**src/rtl/port_match_packet_filter_assert.svh**
```systemverilog
// ----------------------------------------------------------------------------
// Port match packet filter assertion macros
// Shared concurrent check forms used by the filter modules
// ----------------------------------------------------------------------------
`ifndef PORT_MATCH_PACKET_FILTER_ASSERT_SVH
`define PORT_MATCH_PACKET_FILTER_ASSERT_SVH

// condition must never hold outside reset
`define PMPF_ASSERT_NEVER(label, clk, rst_n, cond, msg) \
    label: assert property (@(posedge clk) disable iff (!rst_n) !(cond)) \
        else $error(msg);

// antecedent implies consequent in the same cycle
`define PMPF_ASSERT_IMPLY(label, clk, rst_n, ante, cons, msg) \
    label: assert property (@(posedge clk) disable iff (!rst_n) (ante) |-> (cons)) \
        else $error(msg);

// antecedent implies consequent in the next cycle
`define PMPF_ASSERT_NEXT(label, clk, rst_n, ante, cons, msg) \
    label: assert property (@(posedge clk) disable iff (!rst_n) (ante) |=> (cons)) \
        else $error(msg);

`endif

```
**src/rtl/pmpf_pkg.sv**
```systemverilog
// ----------------------------------------------------------------------------
// Port match packet filter package
// Shared types, header offsets and verdict codes
// ----------------------------------------------------------------------------
package pmpf_pkg;

    // table size default
    localparam int unsigned TABLE_ENTRIES_DEF = 16;
    localparam int unsigned QUEUE_DEPTH_DEF   = 2;

    // byte position counter
    localparam int unsigned POS_W = 14;
    localparam int unsigned LEN_W = POS_W + 1;
    localparam logic [POS_W-1:0] POS_MAX = {POS_W{1'b1}};

    // header offsets
    localparam logic [POS_W-1:0] POS_ETYPE_HI = POS_W'(12);
    localparam logic [POS_W-1:0] POS_ETYPE_LO = POS_W'(13);
    localparam logic [POS_W-1:0] POS_IHL      = POS_W'(14);
    localparam logic [POS_W-1:0] POS_PROTO    = POS_W'(23);

    // header lengths
    localparam int unsigned ETH_LEN     = 14;
    localparam int unsigned IP_END_LEN  = 34;
    localparam int unsigned TCP_HDR_LEN = 20;
    localparam int unsigned UDP_HDR_LEN = 8;

    // protocol constants
    localparam logic [15:0] ETHERTYPE_IPV4 = 16'h0800;
    localparam logic [7:0]  PROTO_TCP      = 8'd6;
    localparam logic [7:0]  PROTO_UDP      = 8'd17;
    localparam logic [3:0]  IHL_MIN        = 4'd5;

    // input operation codes
    localparam logic OP_FRAME_BYTE  = 1'b0;
    localparam logic OP_TABLE_WRITE = 1'b1;

    // verdict reason codes
    localparam logic [2:0] REASON_DISABLED   = 3'd0;
    localparam logic [2:0] REASON_NOT_IPV4   = 3'd1;
    localparam logic [2:0] REASON_MALFORMED  = 3'd2;
    localparam logic [2:0] REASON_OTHER      = 3'd3;
    localparam logic [2:0] REASON_NO_MATCH   = 3'd4;
    localparam logic [2:0] REASON_SRC_MATCH  = 3'd5;
    localparam logic [2:0] REASON_DST_MATCH  = 3'd6;

    // command kinds passed from parser to lookup
    typedef enum logic {
        CMD_TABLE_WRITE = 1'b0,
        CMD_VERDICT     = 1'b1
    } cmd_kind_t;

    // command between parser and lookup; a verdict with REASON_NO_MATCH
    // still needs the port table lookup
    typedef struct packed {
        cmd_kind_t   kind;
        logic [2:0]  reason;
        logic [15:0] src_port;
        logic [15:0] dst_port;
        logic [3:0]  entry_index;
        logic [15:0] entry_port;
        logic        entry_valid;
    } cmd_t;

    // result item
    typedef struct packed {
        logic       drop;
        logic [2:0] reason;
    } res_t;

endpackage

```
**src/rtl/port_match_packet_filter.sv**
```systemverilog
// A result passes through the command queue and then the result queue.
// Throughput: one item (frame byte or table write) per cycle unless full.
// The port table lookup compares every entry in parallel, combinationally.
// Reset clears frame state, filter_enable, all table valid bits and queues;
// the block accepts items right after reset.
// ----------------------------------------------------------------------------
// Port match packet filter
// Byte-serial frame parser with a layer-4 port table and one verdict per frame
// ----------------------------------------------------------------------------
module port_match_packet_filter #(
    parameter int unsigned TABLE_ENTRIES = pmpf_pkg::TABLE_ENTRIES_DEF
) (
    input  logic        clk,
    input  logic        rst_n,
    input  logic        cfg_valid,
    output logic        cfg_ready,
    input  logic        cfg_data,
    input  logic        push,
    output logic        full,
    input  logic        op,
    input  logic [7:0]  frame_byte,
    input  logic        frame_last,
    input  logic [3:0]  entry_index,
    input  logic [15:0] entry_port,
    input  logic        entry_valid,
    input  logic        pop,
    output logic        empty,
    output logic        drop,
    output logic [2:0]  verdict_reason
);
    import pmpf_pkg::*;

    cmd_t cmd_in;
    cmd_t cmd_out;
    res_t res_in;
    res_t res_out;
    logic cmd_push;
    logic cmd_full;
    logic cmd_empty;
    logic cmd_pop;
    logic res_push;
    logic res_full;
    logic take;

    // input transfer
    assign cfg_ready = 1'b1;
    assign full      = cmd_full;
    assign take      = push && !cmd_full;

    pmpf_front u_front (
        .clk         (clk),
        .rst_n       (rst_n),
        .cfg_we      (cfg_valid && cfg_ready),
        .cfg_enable  (cfg_data),
        .take        (take),
        .op          (op),
        .frame_byte  (frame_byte),
        .frame_last  (frame_last),
        .entry_index (entry_index),
        .entry_port  (entry_port),
        .entry_valid (entry_valid),
        .cmd_push    (cmd_push),
        .cmd         (cmd_in)
    );

    // command queue between parser and lookup
    pmpf_fifo #(
        .WIDTH ($bits(cmd_t)),
        .DEPTH (QUEUE_DEPTH_DEF)
    ) u_cmd_fifo (
        .clk     (clk),
        .rst_n   (rst_n),
        .wr      (cmd_push),
        .wr_data (cmd_in),
        .full    (cmd_full),
        .rd      (cmd_pop),
        .rd_data (cmd_out),
        .empty   (cmd_empty)
    );

    pmpf_back #(
        .TABLE_ENTRIES (TABLE_ENTRIES)
    ) u_back (
        .clk       (clk),
        .rst_n     (rst_n),
        .cmd       (cmd_out),
        .cmd_empty (cmd_empty),
        .cmd_pop   (cmd_pop),
        .res_full  (res_full),
        .res_push  (res_push),
        .res       (res_in)
    );

    // result queue toward the consumer
    pmpf_fifo #(
        .WIDTH ($bits(res_t)),
        .DEPTH (QUEUE_DEPTH_DEF)
    ) u_res_fifo (
        .clk     (clk),
        .rst_n   (rst_n),
        .wr      (res_push),
        .wr_data (res_in),
        .full    (res_full),
        .rd      (pop),
        .rd_data (res_out),
        .empty   (empty)
    );

    assign drop           = res_out.drop;
    assign verdict_reason = res_out.reason;

endmodule

```
**src/rtl/pmpf_fifo.sv**
```systemverilog
// ----------------------------------------------------------------------------
// Port match packet filter queue
// Small register queue with full and empty flags
// ----------------------------------------------------------------------------
`include "port_match_packet_filter_assert.svh"

module pmpf_fifo #(
    parameter int unsigned WIDTH = 4,
    parameter int unsigned DEPTH = pmpf_pkg::QUEUE_DEPTH_DEF
) (
    input  logic             clk,
    input  logic             rst_n,
    input  logic             wr,
    input  logic [WIDTH-1:0] wr_data,
    output logic             full,
    input  logic             rd,
    output logic [WIDTH-1:0] rd_data,
    output logic             empty
);
    import pmpf_pkg::*;

    localparam int unsigned PTR_W = (DEPTH > 1) ? $clog2(DEPTH) : 1;
    localparam int unsigned CNT_W = $clog2(DEPTH + 1);

    logic [WIDTH-1:0] mem [DEPTH];
    logic [PTR_W-1:0] wr_ptr_reg, wr_ptr_next;
    logic [PTR_W-1:0] rd_ptr_reg, rd_ptr_next;
    logic [CNT_W-1:0] count_reg, count_next;
    logic             wr_en;
    logic             rd_en;

    // flags and transfer enables
    assign full    = (count_reg == CNT_W'(DEPTH));
    assign empty   = (count_reg == '0);
    assign wr_en   = wr && !full;
    assign rd_en   = rd && !empty;
    assign rd_data = mem[rd_ptr_reg];

    // pointer and count update
    always_comb
    begin
        wr_ptr_next = wr_ptr_reg;
        rd_ptr_next = rd_ptr_reg;
        count_next  = count_reg;
        if (wr_en)
        begin
            wr_ptr_next = (wr_ptr_reg == PTR_W'(DEPTH - 1)) ? '0 : wr_ptr_reg + PTR_W'(1);
        end
        if (rd_en)
        begin
            rd_ptr_next = (rd_ptr_reg == PTR_W'(DEPTH - 1)) ? '0 : rd_ptr_reg + PTR_W'(1);
        end
        if (wr_en && !rd_en)
        begin
            count_next = count_reg + CNT_W'(1);
        end
        else if (rd_en && !wr_en)
        begin
            count_next = count_reg - CNT_W'(1);
        end
    end

    always_ff @(posedge clk or negedge rst_n)
    begin
        if (!rst_n)
        begin
            wr_ptr_reg <= '0;
            rd_ptr_reg <= '0;
            count_reg  <= '0;
        end
        else
        begin
            wr_ptr_reg <= wr_ptr_next;
            rd_ptr_reg <= rd_ptr_next;
            count_reg  <= count_next;
        end
    end

    // storage write
    always_ff @(posedge clk)
    begin
        if (wr_en)
        begin
            mem[wr_ptr_reg] <= wr_data;
        end
    end

    // checks
    `PMPF_ASSERT_NEVER(a_fifo_full_empty, clk, rst_n, full && empty, "queue full and empty")
    `PMPF_ASSERT_NEVER(a_fifo_count_range, clk, rst_n, count_reg > CNT_W'(DEPTH), "count over depth")
    `PMPF_ASSERT_NEXT(a_fifo_count_up, clk, rst_n, wr_en && !rd_en, count_reg == $past(count_reg) + CNT_W'(1), "count did not grow on write")

endmodule

```
**src/rtl/pmpf_front.sv**
```systemverilog
// ----------------------------------------------------------------------------
// Port match packet filter front end
// Parses frame bytes, classifies each frame and issues lookup commands
// ----------------------------------------------------------------------------
module pmpf_front (
    input  logic               clk,
    input  logic               rst_n,
    input  logic               cfg_we,
    input  logic               cfg_enable,
    input  logic               take,
    input  logic               op,
    input  logic [7:0]         frame_byte,
    input  logic               frame_last,
    input  logic [3:0]         entry_index,
    input  logic [15:0]        entry_port,
    input  logic               entry_valid,
    output logic               cmd_push,
    output pmpf_pkg::cmd_t     cmd
);
    import pmpf_pkg::*;

    logic             enable_reg;
    logic [POS_W-1:0] pos_reg, pos_next;
    logic [15:0]      etype_reg, etype_next;
    logic [3:0]       ihl_reg, ihl_next;
    logic [7:0]       proto_reg, proto_next;
    logic [15:0]      src_reg, src_next;
    logic [15:0]      dst_reg, dst_next;
    logic             take_byte;
    logic [POS_W-1:0] l4_pos;
    logic [LEN_W-1:0] len;
    logic [LEN_W-1:0] need;
    logic             is_tcp;
    logic [2:0]       reason;

    assign take_byte = take && (op == OP_FRAME_BYTE);
    assign l4_pos    = POS_W'(ETH_LEN) + POS_W'({ihl_reg, 2'b00});

    // header field capture
    always_comb
    begin
        etype_next = etype_reg;
        ihl_next   = ihl_reg;
        proto_next = proto_reg;
        src_next   = src_reg;
        dst_next   = dst_reg;
        if (pos_reg == POS_ETYPE_HI)
        begin
            etype_next = {frame_byte, etype_reg[7:0]};
        end
        else if (pos_reg == POS_ETYPE_LO)
        begin
            etype_next = {etype_reg[15:8], frame_byte};
        end
        else if (pos_reg == POS_IHL)
        begin
            ihl_next = frame_byte[3:0];
        end
        else if (pos_reg == POS_PROTO)
        begin
            proto_next = frame_byte;
        end
        if (pos_reg > POS_IHL)
        begin
            if (pos_reg == l4_pos)
            begin
                src_next = {frame_byte, src_reg[7:0]};
            end
            else if (pos_reg == l4_pos + POS_W'(1))
            begin
                src_next = {src_reg[15:8], frame_byte};
            end
            else if (pos_reg == l4_pos + POS_W'(2))
            begin
                dst_next = {frame_byte, dst_reg[7:0]};
            end
            else if (pos_reg == l4_pos + POS_W'(3))
            begin
                dst_next = {dst_reg[15:8], frame_byte};
            end
        end
        pos_next = (pos_reg == POS_MAX) ? pos_reg : pos_reg + POS_W'(1);
    end

    // frame classification on the last byte
    assign len    = {1'b0, pos_reg} + LEN_W'(1);
    assign is_tcp = (proto_next == PROTO_TCP);
    assign need   = LEN_W'(ETH_LEN) + LEN_W'({ihl_next, 2'b00})
                  + (is_tcp ? LEN_W'(TCP_HDR_LEN) : LEN_W'(UDP_HDR_LEN));

    always_comb
    begin
        if (!enable_reg)
        begin
            reason = REASON_DISABLED;
        end
        else if (len < LEN_W'(ETH_LEN))
        begin
            reason = REASON_MALFORMED;
        end
        else if (etype_next != ETHERTYPE_IPV4)
        begin
            reason = REASON_NOT_IPV4;
        end
        else if (len < LEN_W'(IP_END_LEN))
        begin
            reason = REASON_MALFORMED;
        end
        else if (!is_tcp && (proto_next != PROTO_UDP))
        begin
            reason = REASON_OTHER;
        end
        else if (ihl_next < IHL_MIN)
        begin
            reason = REASON_MALFORMED;
        end
        else if (len < need)
        begin
            reason = REASON_MALFORMED;
        end
        else
        begin
            reason = REASON_NO_MATCH;
        end
    end

    // command toward the lookup stage
    assign cmd_push = take && ((op == OP_TABLE_WRITE) || frame_last);

    always_comb
    begin
        cmd.kind        = (op == OP_TABLE_WRITE) ? CMD_TABLE_WRITE : CMD_VERDICT;
        cmd.reason      = reason;
        cmd.src_port    = src_next;
        cmd.dst_port    = dst_next;
        cmd.entry_index = entry_index;
        cmd.entry_port  = entry_port;
        cmd.entry_valid = entry_valid;
    end

    // frame state, cleared after each last byte
    always_ff @(posedge clk or negedge rst_n)
    begin
        if (!rst_n)
        begin
            enable_reg <= 1'b0;
            pos_reg    <= '0;
            etype_reg  <= '0;
            ihl_reg    <= '0;
            proto_reg  <= '0;
            src_reg    <= '0;
            dst_reg    <= '0;
        end
        else
        begin
            if (cfg_we)
            begin
                enable_reg <= cfg_enable;
            end
            if (take_byte)
            begin
                if (frame_last)
                begin
                    pos_reg   <= '0;
                    etype_reg <= '0;
                    ihl_reg   <= '0;
                    proto_reg <= '0;
                    src_reg   <= '0;
                    dst_reg   <= '0;
                end
                else
                begin
                    pos_reg   <= pos_next;
                    etype_reg <= etype_next;
                    ihl_reg   <= ihl_next;
                    proto_reg <= proto_next;
                    src_reg   <= src_next;
                    dst_reg   <= dst_next;
                end
            end
        end
    end

endmodule

```
**src/rtl/pmpf_back.sv**
```systemverilog
// ----------------------------------------------------------------------------
// Port match packet filter back end
// Holds the port table, applies table writes and resolves verdicts
// ----------------------------------------------------------------------------
`include "port_match_packet_filter_assert.svh"

module pmpf_back #(
    parameter int unsigned TABLE_ENTRIES = pmpf_pkg::TABLE_ENTRIES_DEF
) (
    input  logic           clk,
    input  logic           rst_n,
    input  pmpf_pkg::cmd_t cmd,
    input  logic           cmd_empty,
    output logic           cmd_pop,
    input  logic           res_full,
    output logic           res_push,
    output pmpf_pkg::res_t res
);
    import pmpf_pkg::*;

    logic [TABLE_ENTRIES-1:0] valid_reg;
    logic [15:0]              port_reg [TABLE_ENTRIES];
    logic [TABLE_ENTRIES-1:0] src_hit;
    logic [TABLE_ENTRIES-1:0] dst_hit;
    logic                     tbl_we;
    logic [2:0]               reason;

    // take a command when its destination can accept it
    assign cmd_pop  = !cmd_empty && ((cmd.kind == CMD_TABLE_WRITE) || !res_full);
    assign tbl_we   = cmd_pop && (cmd.kind == CMD_TABLE_WRITE);
    assign res_push = cmd_pop && (cmd.kind == CMD_VERDICT);

    // per-entry valid bits; slots beyond the table are never hit
    always_ff @(posedge clk or negedge rst_n)
    begin
        if (!rst_n)
        begin
            valid_reg <= '0;
        end
        else
        begin
            for (int i = 0; i < TABLE_ENTRIES; i++)
            begin
                if (tbl_we && (int'(cmd.entry_index) == i))
                begin
                    valid_reg[i] <= cmd.entry_valid;
                end
            end
        end
    end

    // port values
    always_ff @(posedge clk)
    begin
        for (int i = 0; i < TABLE_ENTRIES; i++)
        begin
            if (tbl_we && (int'(cmd.entry_index) == i))
            begin
                port_reg[i] <= cmd.entry_port;
            end
        end
    end

    // parallel compare of both ports
    always_comb
    begin
        for (int i = 0; i < TABLE_ENTRIES; i++)
        begin
            src_hit[i] = valid_reg[i] && (port_reg[i] == cmd.src_port);
            dst_hit[i] = valid_reg[i] && (port_reg[i] == cmd.dst_port);
        end
    end

    // final verdict
    always_comb
    begin
        if (cmd.reason != REASON_NO_MATCH)
        begin
            reason = cmd.reason;
        end
        else if (|src_hit)
        begin
            reason = REASON_SRC_MATCH;
        end
        else if (|dst_hit)
        begin
            reason = REASON_DST_MATCH;
        end
        else
        begin
            reason = REASON_NO_MATCH;
        end
    end

    assign res.reason = reason;
    assign res.drop   = (reason == REASON_SRC_MATCH) || (reason == REASON_DST_MATCH);

    // checks
    `PMPF_ASSERT_IMPLY(a_back_drop_code, clk, rst_n, res_push, res.drop == ((res.reason == REASON_SRC_MATCH) || (res.reason == REASON_DST_MATCH)), "drop disagrees with reason")
    `PMPF_ASSERT_NEVER(a_back_push_full, clk, rst_n, res_push && res_full, "result pushed into full queue")
    `PMPF_ASSERT_IMPLY(a_back_write_silent, clk, rst_n, tbl_we, !res_push, "table write produced a result")

endmodule

```
**config.mk**
```make
export PLATFORM = sky130hd
export DESIGN_NAME = port_match_packet_filter
export DESIGN_NICKNAME = d
export VERILOG_FILES = /design/src/rtl/pmpf_pkg.sv /design/src/rtl/port_match_packet_filter.sv /design/src/rtl/pmpf_fifo.sv /design/src/rtl/pmpf_front.sv /design/src/rtl/pmpf_back.sv
export VERILOG_INCLUDE_DIRS = /design/src /design/src/rtl
export SDC_FILE = /design/constraint.sdc
export NUM_CORES = 1
export LEC_CHECK = 0
export BUFFER_PORTS_ARGS = -buffer_cell sky130_fd_sc_hd__buf_2
export CORE_MARGIN = 2
export CORE_UTILIZATION = 55
export DETAILED_ROUTE_END_ITERATION = 10
export PLACE_DENSITY = 0.71
export SETUP_SLACK_MARGIN = 0.05
export SLEW_MARGIN = 20
export SYNTH_ARGS = -nofsm -noshare
export SYNTH_HDL_FRONTEND = slang
export SYNTH_SLANG_ARGS = --single-unit
```
**constraint.sdc**
```tcl
create_clock -name clk -period 6.3 [get_ports clk]
set_input_delay 0.945 -clock clk [delete_from_list [all_inputs] [get_ports clk]]
set_output_delay 0.945 -clock clk [all_outputs]
set_load 0.03 [all_outputs]
```
# --- Word-level counts from Yosys, hierarchy flattened ---
# Memories as Yosys holds them, arrays and structs flattened.
# Index checks and enable logic that the tools add are counted.
classes:
  addsub: 16
  order_cmp: 5
  eq_ne: 65
  n_mux: 125
  bitwise: 2
  reduce_logical: 98
ops:
  columns: ["cell", "count"]
  rows:
  - ["16-bit == test", 32]
  - ["16-bit two-way mux", 25]
  - ["16-bit OR reduction", 17]
  - ["4-bit two-way mux", 19]
  - ["8-bit two-way mux", 8]
  - ["1-bit logical AND", 63]
  - ["14-bit == test", 4]
  - ["1-bit two-way mux", 56]
  - ["14-bit by 4-bit == test with 1-bit output, second input constant", 3]
  - ["4-bit == test, second input constant", 8]
  - ["14-bit by 1-bit adder with 14-bit output, second input constant", 2]
  - ["14-bit by 2-bit adder with 14-bit output, second input constant", 2]
  - ["14-bit two-way mux", 2]
  - ["3-bit two-way mux", 9]
  - ["4-bit by 3-bit == test with 1-bit output, second input constant", 4]
  - ["16-bit by 12-bit != test with 1-bit output, second input constant", 1]
  - ["14-bit by 1-bit adder with 15-bit output, second input constant", 1]
  - ["15-bit adder", 1]
  - ["15-bit less-than comparator", 1]
  - ["15-bit by 4-bit less-than comparator with 1-bit output, second input constant", 1]
  - ["15-bit by 6-bit less-than comparator with 1-bit output, second input constant", 1]
  - ["4-bit by 6-bit adder with 7-bit output, first input constant", 2]
  - ["14-bit == test, second input constant", 1]
  - ["14-bit by 5-bit == test with 1-bit output, second input constant", 1]
  - ["other kinds (22)", 47]
word_totals:
  ff_bits: 99
  mem_bits_rw: 378
  output_inout_bits: 7
  elab_cells: 343
  memories: 3
mem_list:
  columns: ["memory", "words", "word_bits", "rd", "rd_clocked_by_memory_dff", "wr", "line_no", "source"]
  rows:
  - ["u_back.port_reg", 16, 16, 16, 0, 1, "pmpf_back.sv:22", "logic [15:0] port_reg [TABLE_ENTRIES];"]
  - ["u_cmd_fifo.mem", 2, 57, 1, 0, 1, "pmpf_fifo.sv:25", "logic [WIDTH-1:0] mem [DEPTH];"]
  - ["u_res_fifo.mem", 2, 4, 1, 0, 1, "pmpf_fifo.sv:25", null]

# --- Longest topological paths before layout ---
# Gate-level depths: netlist of run 1.
logic_depth:
  depth_word: 24
  ltp_mapped: 18
  mapped_depth_nobuf: 18

# --- Modules after synthesis ---
# From an unflattened synthesis of run 1, not the netlist that was laid out.
hier_totals:
  cells_unflattened: 1862
  area_unflattened_um2: 24686.2
modules_own_cells:
  columns: ["module", "instances", "cells_each", "area_per_inst_um2"]
  rows:
  - ["pmpf_back", 1, 1108, 14871.8]
  - ["pmpf_front", 1, 524, 4922.2]
  - ["pmpf_fifo at u_cmd_fifo", 1, 196, 4385.5]
  - ["pmpf_fifo at u_res_fifo", 1, 31, 481.7]
  - ["port_match_packet_filter", 1, 3, 25.0]

# --- Least setup slack after synthesis of run 1 ---
# OpenSTA, ideal clock, no wires.
synth_path:
  kind: "input-to-reg"
  start: "input port push"
  end: "memory u_cmd_fifo.mem[0][0] (netlist bit), enable pin"
  setup_ps: 542
  arrival_time_ps: 5022
  slack_ps: 736
  cell_stages: 2
  n_path_buf: 0
  cell_sequence: "o21ai_0 nor3_1"
synth_via:
  elab_chain_len: 5
synth_lines:
  columns: ["item", "line_no", "source"]
  rows:
  - ["from (decl)", "port_match_packet_filter.sv:18", "input logic push,"]
  - ["1-bit logical AND", "port_match_packet_filter.sv:48", "assign take = push && !cmd_full;"]
  - ["1-bit logical AND", "pmpf_front.sv:128", "assign cmd_push = take && ((op == OP_TABLE_WRITE) || frame_last);"]
  - ["1-bit logical AND", "pmpf_fifo.sv:35", "assign wr_en = wr && !full;"]
  - ["1-bit two-way mux", "pmpf_fifo.sv:82", "if (wr_en)"]
  - ["1-bit two-way mux (implied by the code)", "pmpf_fifo.sv:84", "mem[wr_ptr_reg] <= wr_data;"]
  - ["to (decl)", "pmpf_fifo.sv:25", null]
# No other way between the ends.

==> results.sh, run 1 <==
export IMPL_status="finished, final reports clean"
export IMPL_synth_top_cells_by_count="xnor2_1, edfxtp_1, nor4_1"
export IMPL_cts_sinks=477
export IMPL_synth_main_ff_cell="edfxtp_1"
export IMPL_async_flop_share_pct=20.8
export IMPL_clk_latency_ps=610
export IMPL_setup_slack_ps=1490
export IMPL_synth_area_um2=24200
export IMPL_h_tree_depth=2
export IMPL_pre_cts_ws_ps=1550
export IMPL_antenna_cells=0
export IMPL_clk_path_buf_depth=3
export IMPL_io_buffers=42
export IMPL_vias=15400
export IMPL_grt_pass1_vias=15700
export IMPL_start_util_pct=56.0
export IMPL_fin_setup_tns_ps=0
export IMPL_slew_violations=0
export IMPL_cts_setup_buffers=0
export IMPL_grt_ovfl_total=0
export IMPL_hold_viol_final=0
export IMPL_postCtsHoldBufs=0
export IMPL_post_cts_resized=0
export IMPL_setup_violations=0
export IMPL_fillers=3215
export IMPL_grt_start_max_net_pins=62
export IMPL_fmax_mhz=208
export IMPL_synth_edf_count=378
export IMPL_period_minus_slack_ps=4810
export IMPL_first_iter_violations=1722
export IMPL_synth_avg_cell_area_um2=13.8
export IMPL_tightest_slew_ps=1130
export IMPL_max_slew_margin_pct=23.3
export IMPL_synth_cell_types=68
export IMPL_min_path_type="in2async"
export IMPL_area_growth_pct=10.5
export IMPL_drt_pre_antenna_iters=5
export IMPL_yosys_warnings=0
export IMPL_yosys_area_top_type_share_pct=46.8
export IMPL_seq_area_um2=13800
export IMPL_fp_dieH_um=214
export IMPL_cts_buffers_inserted=51
export IMPL_p_leak_nw=8.91
export IMPL_startpoint_type="flip-flop"
export IMPL_post_synth_top_count_cell="xnor2_1"
export IMPL_vdd_drop_max_mv=0.234
export IMPL_rsz0062_at_grt="false"
export IMPL_wl_per_cell_um=27.4
export IMPL_antenna_found_initial=7
export IMPL_tritoncts="yes"
export IMPL_skew_ps=17.3
export IMPL_synth_area_top_cells="edfxtp_1, xnor2_1, dfrtp_1"
export IMPL_rows=76
export IMPL_grt_use_total_pct=29.7
export IMPL_io_pins=44
export IMPL_avgViaCountPerCell=6.24
export IMPL_utilization_pct=61.9
export IMPL_die_x_um=214
export IMPL_syn_inst=1757
export IMPL_finalWeightedCongestion=0.907
export IMPL_dp_hpwl_um=41500
export IMPL_largest_register_ff_count=256
export IMPL_drt_wl_total_um=67600
export IMPL_synth_seq_cells=477
export IMPL_route_detailed_drc=0
export IMPL_nets=1893
export IMPL_required_ps=6690
export IMPL_syn_nets=1810
export IMPL_clockRootBuffer="clkbuf_16"
export IMPL_synth_top_area_cell="edfxtp_1"
export IMPL_multi_input_area_um2=9850
export IMPL_ys_seq_area_share_pct=57.1
export IMPL_critPathCaptureType="flip-flop"
export IMPL_period_share_pct=76.4
export IMPL_cp_max_fo=11
export IMPL_arrival_ps=5200
export IMPL_cap_violations=0
export IMPL_cts_clk_slew_worst_paths_ps=60
export IMPL_die_area_um2=45800
export IMPL_grt_pass1_wl_um=100000
export IMPL_pwr_density_cell_nw_per_um2=427
export IMPL_drive_gt1_share_pct=15.1
export IMPL_critical_path_class="reg2reg"
export IMPL_core_area_um2=43300
export IMPL_postRouteAntennaNets=0
path summary, 6_finish.rpt:
path	cells after the start	from	endpoint	slack [ps]
min in group clk	1	u_res_fifo.wr_ptr_reg$_DFFE_PN0P_	u_res_fifo.wr_ptr_reg$_DFFE_PN0P_	490
max reg2reg	17	u_front.pos_reg[9]$_DFFE_PN0P_	u_cmd_fifo.mem[0][54]$_DFFE_PP_	1490
min	1	rst_n	u_back.valid_reg[9]$_DFFE_PN0P_	380
max	17	u_front.pos_reg[9]$_DFFE_PN0P_	u_cmd_fifo.mem[0][54]$_DFFE_PP_	1490
min reg2reg	1	u_res_fifo.wr_ptr_reg$_DFFE_PN0P_	u_res_fifo.wr_ptr_reg$_DFFE_PN0P_	490
max in group asynchronous	2	rst_n	u_cmd_fifo.rd_ptr_reg$_DFFE_PN0P_	4460
through the flow:
step,instance area [um2],std cells,hold WS [ps],power [mW]
finish,26800,2468,375,11.5
global route,26800,2468,409,11.8
CTS,26800,2468,359,11.4
detailed placement,25100,2372,477,8.47
global placement,25100,2372,472,8.40
floorplan,24200,1757,456,7.14
report_power, final:
| group | internal, mW | switching, mW |
|---|---|---|
| logic | 1.55 | 2.59 |
| registers | 4.00 | 0.354 |
| clock network | 1.72 | 1.24 |
| total | 7.27 | 4.18 |
cells by family (layout without fill, tap and decap cells):
family | count (synthesis) | in the layout | synth area share, %
AO/OA/AOI/OAI | 172 | 172 | 5.43
XOR/XNOR | 514 | 514 | 18.6
adder cells (fa/ha/maj) | 16 | 16 | 0.826
buffers and inverters | 92 | 218 | 2.46
flip-flops | 477 | 477 | 57.1
multiplexers | 110 | 110 | 6.50
other | 1 | 1 | 0.0155
AND/OR/NAND/NOR | 375 | 375 | 9.15
cell usage in the layout (no fill, tap or decap), drive strengths merged, types with 5 or more instances in the layout:
cell     synthesis  layout
nand4           48      48
inv             22      24
or3              5       5
edfxtp         378     378
xor2            28      28
dfrtp           99      99
a21oi            6       6
nor3            17      17
a21o            10      10
buf             53     100
a22o            59      59
nand2           53      53
nor2            45      45
nand3           18      18
and2             5       5
ha              16      16
mux2            71      71
clkbuf          17      74
nor4           104     104
clkinv           0      15
a2111oi         31      31
o31ai            5       5
xnor2          486     486
mux2i           39      39
nor2b            6       6
nand3b          56      56
o21ai           34      34
final cells by class:
type                            instances  share of cell area (%)
Sequential cell                       477                    51.6
Multi-Input combinational cell       1188                    36.8
Clock buffer                           74                    5.39
Tap cell                              585                    2.73
Timing Repair Buffer                  100                    2.42
Clock inverter                         22                   0.761
Inverter                               22                   0.308
worst max-delay path, cell delays in order, from the launching register on:
cell	delay (ps)
dfrtp_1	480
nor4_2	380
and4_1	300
nand3_2	190
mux2i_1	440
ha_1	340
inv_1	100
xnor2_1	80
ha_1	190
o21bai_1	180
a21oi_1	220
mux2_2	360
a21oi_1	160
ha_1	240
a21o_1	150
a211oi_1	290
o32ai_1	140
a21boi_0	330
layer usage:
layer	GRT usage, %	vias up	routed length [um]
li1	-	6708	-
met1	39.5	7714	26700
met2	47.5	786	31500
met3	5.17	189	6160
met4	14.3	8	3140
met5	0	-	47
Note: power is estimated with default switching activity, not from simulation.
==> run 2, diff against run 1 <==
- clock period: 6.3 -> 4.9 ns (I/O delays scaled with it)
==> results.sh, run 2 (synthesized netlist as in run 1, its figures left out) <==
export IMPL_status="finished, final reports clean"
export IMPL_period_minus_slack_ps=4500
export IMPL_drive_gt1_share_pct=16.2
export IMPL_route_detailed_drc=0
export IMPL_pwr_density_cell_nw_per_um2=555
export IMPL_final_cell_mix="xnor2_1, edfxtp_1, nor4_1"
export IMPL_drt_wl_total_um=68400
export IMPL_cp_max_fo=11
export IMPL_critical_path_class="reg2reg"
export IMPL_grt_ovfl_total=0
export IMPL_cts_clk_slew_worst_paths_ps=60
export IMPL_grt_use_total_pct=29.8
export IMPL_grt_start_max_net_pins=74
export IMPL_nets=1912
export IMPL_fmax_mhz=222
export IMPL_use_met2_pct=47.7
export IMPL_finalWeightedCongestion=0.890
export IMPL_avgViaCountPerCell=6.33
export IMPL_tightest_slew_ps=968
export IMPL_tritoncts="yes"
export IMPL_hold_ws_ps=83.7
export IMPL_startpoint_type="flip-flop"
export IMPL_layout_commonest_cell="xnor2_1"
export IMPL_skew_ps=17.6
export IMPL_period_share_pct=91.9
export IMPL_met1_usage_pct=40.5
export IMPL_io_pins=44
export IMPL_postRouteAntennaNets=0
export IMPL_min_path_type="in2async"
export IMPL_die_x_um=214
export IMPL_largest_register_ff_count=256
export IMPL_slew_violations=0
export IMPL_fin_setup_tns_ps=0
export IMPL_post_cts_resized=0
export IMPL_grt_pass1_vias=15700
export IMPL_grt_busiest_layer="met2"
export IMPL_required_ps=5310
export IMPL_grt_use_met3_pct=6.06
export IMPL_vdd_drop_max_mv=0.330
export IMPL_start_util_pct=56.0
export IMPL_max_slew_margin_pct=34.1
export IMPL_critPathCaptureType="flip-flop"
export IMPL_io_buffers=42
export IMPL_postCtsHoldBufs=0
export IMPL_wl_per_cell_um=27.5
export IMPL_clk_path_buf_depth=3
export IMPL_h_tree_depth=2
export IMPL_dp_hpwl_um=42200
export IMPL_fp_dieH_um=214
export IMPL_cts_buffers_inserted=51
export IMPL_cts_setup_buffers=0
export IMPL_first_iter_violations=1800
export IMPL_drt_pre_antenna_iters=5
export IMPL_rows=76
export IMPL_setup_violations=0
export IMPL_cap_violations=0
export IMPL_vias=15700
export IMPL_clk_latency_ps=600
export IMPL_clockRootBuffer="clkbuf_16"
export IMPL_cts_sinks=477
export IMPL_fillers=3234
export IMPL_p_leak_nw=9.08
export IMPL_rsz0062_at_grt="false"
export IMPL_hold_viol_final=0
export IMPL_antenna_found_initial=5
export IMPL_area_growth_pct=11.8
export IMPL_grt_pass1_wl_um=101000
export IMPL_die_area_um2=45800
export IMPL_core_area_um2=43300
export IMPL_arrival_ps=4910
export IMPL_utilization_pct=62.6
==> run 2: cell count changes in the layout (fill, tap and decap cells not counted), sizes merged <==
cell,before,now
clkbuf,74,75
buf,100,119
inv,24,22
bufinv,3,4
diode,0,2
clkinvlp,2,0
==> run 2: worst max-delay path, cell delays in order (launching register included) <==
cell      delay [ps]
dfrtp_1          510
nor4_4           370
and4_1           310
nand3_2          200
mux2i_2          280
ha_1             290
inv_1            100
xnor2_1           80
ha_1             180
o21bai_1         170
a21oi_1          220
mux2_2           360
a21oi_1          150
ha_1             250
a21o_1           160
a211oi_1         290
o32ai_1          130
a21boi_0         260
==> run 2: layout make-up <==
class,instances,area (um2),area share [%]
Tap cell,585,732,2.70
Clock inverter,19,190,0.702
Sequential cell,477,13800,51.0
Timing Repair Buffer,119,848,3.13
Multi-Input combinational cell,1188,9870,36.4
Antenna cell,2,5.00,0.0185
Inverter,22,82.6,0.305
Clock buffer,75,1540,5.69
==> run 2: final timing paths <==
kind	start	end	slack, ps	depth (start not counted)
min in group clk	entry_index[2]	u_cmd_fifo.mem[1][19]$_DFFE_PP_	340	1
min	rst_n	u_front.etype_reg[6]$_DFFE_PN0P_	80	1
max in group asynchronous	rst_n	u_back.valid_reg[4]$_DFFE_PN0P_	3940	2
max reg2reg	u_front.pos_reg[9]$_DFFE_PN0P_	u_cmd_fifo.mem[1][54]$_DFFE_PP_	400	17
max	u_front.pos_reg[9]$_DFFE_PN0P_	u_cmd_fifo.mem[1][54]$_DFFE_PP_	400	17
min reg2reg	u_res_fifo.wr_ptr_reg$_DFFE_PN0P_	u_res_fifo.wr_ptr_reg$_DFFE_PN0P_	500	1
==> run 2: per-layer routing <==
layer  share of wire [%]  vias to the layer above  routed length [um]
met5               0.035                        -                  24
met2                  47                      888               31900
met1                  40                     7931               27300
met4                 3.6                        4                2480
met3                 9.9                      167                6770
li1                    -                     6741                   -
==> run 2: metrics by stage <==
stage | worst slack [ps] | power (mW) | cell area, um2 | instances
CTS | 325 | 15.0 | 27100 | 2484
global route | 74.8 | 15.5 | 27100 | 2485
detailed placement | 332 | 11.0 | 25300 | 2390
floorplan | 725 | 9.17 | 24200 | 1757
global placement | 499 | 10.9 | 25300 | 2390
finish | 399 | 15.0 | 27100 | 2487
==> run 2: report_power, final <==
part	internal [mW]	switching [mW]	leakage [nW]
Combinational	2.08	3.40	3.42
Sequential	5.14	0.445	4.79
Clock	2.38	1.58	0.860
Total	9.61	5.43	9.08
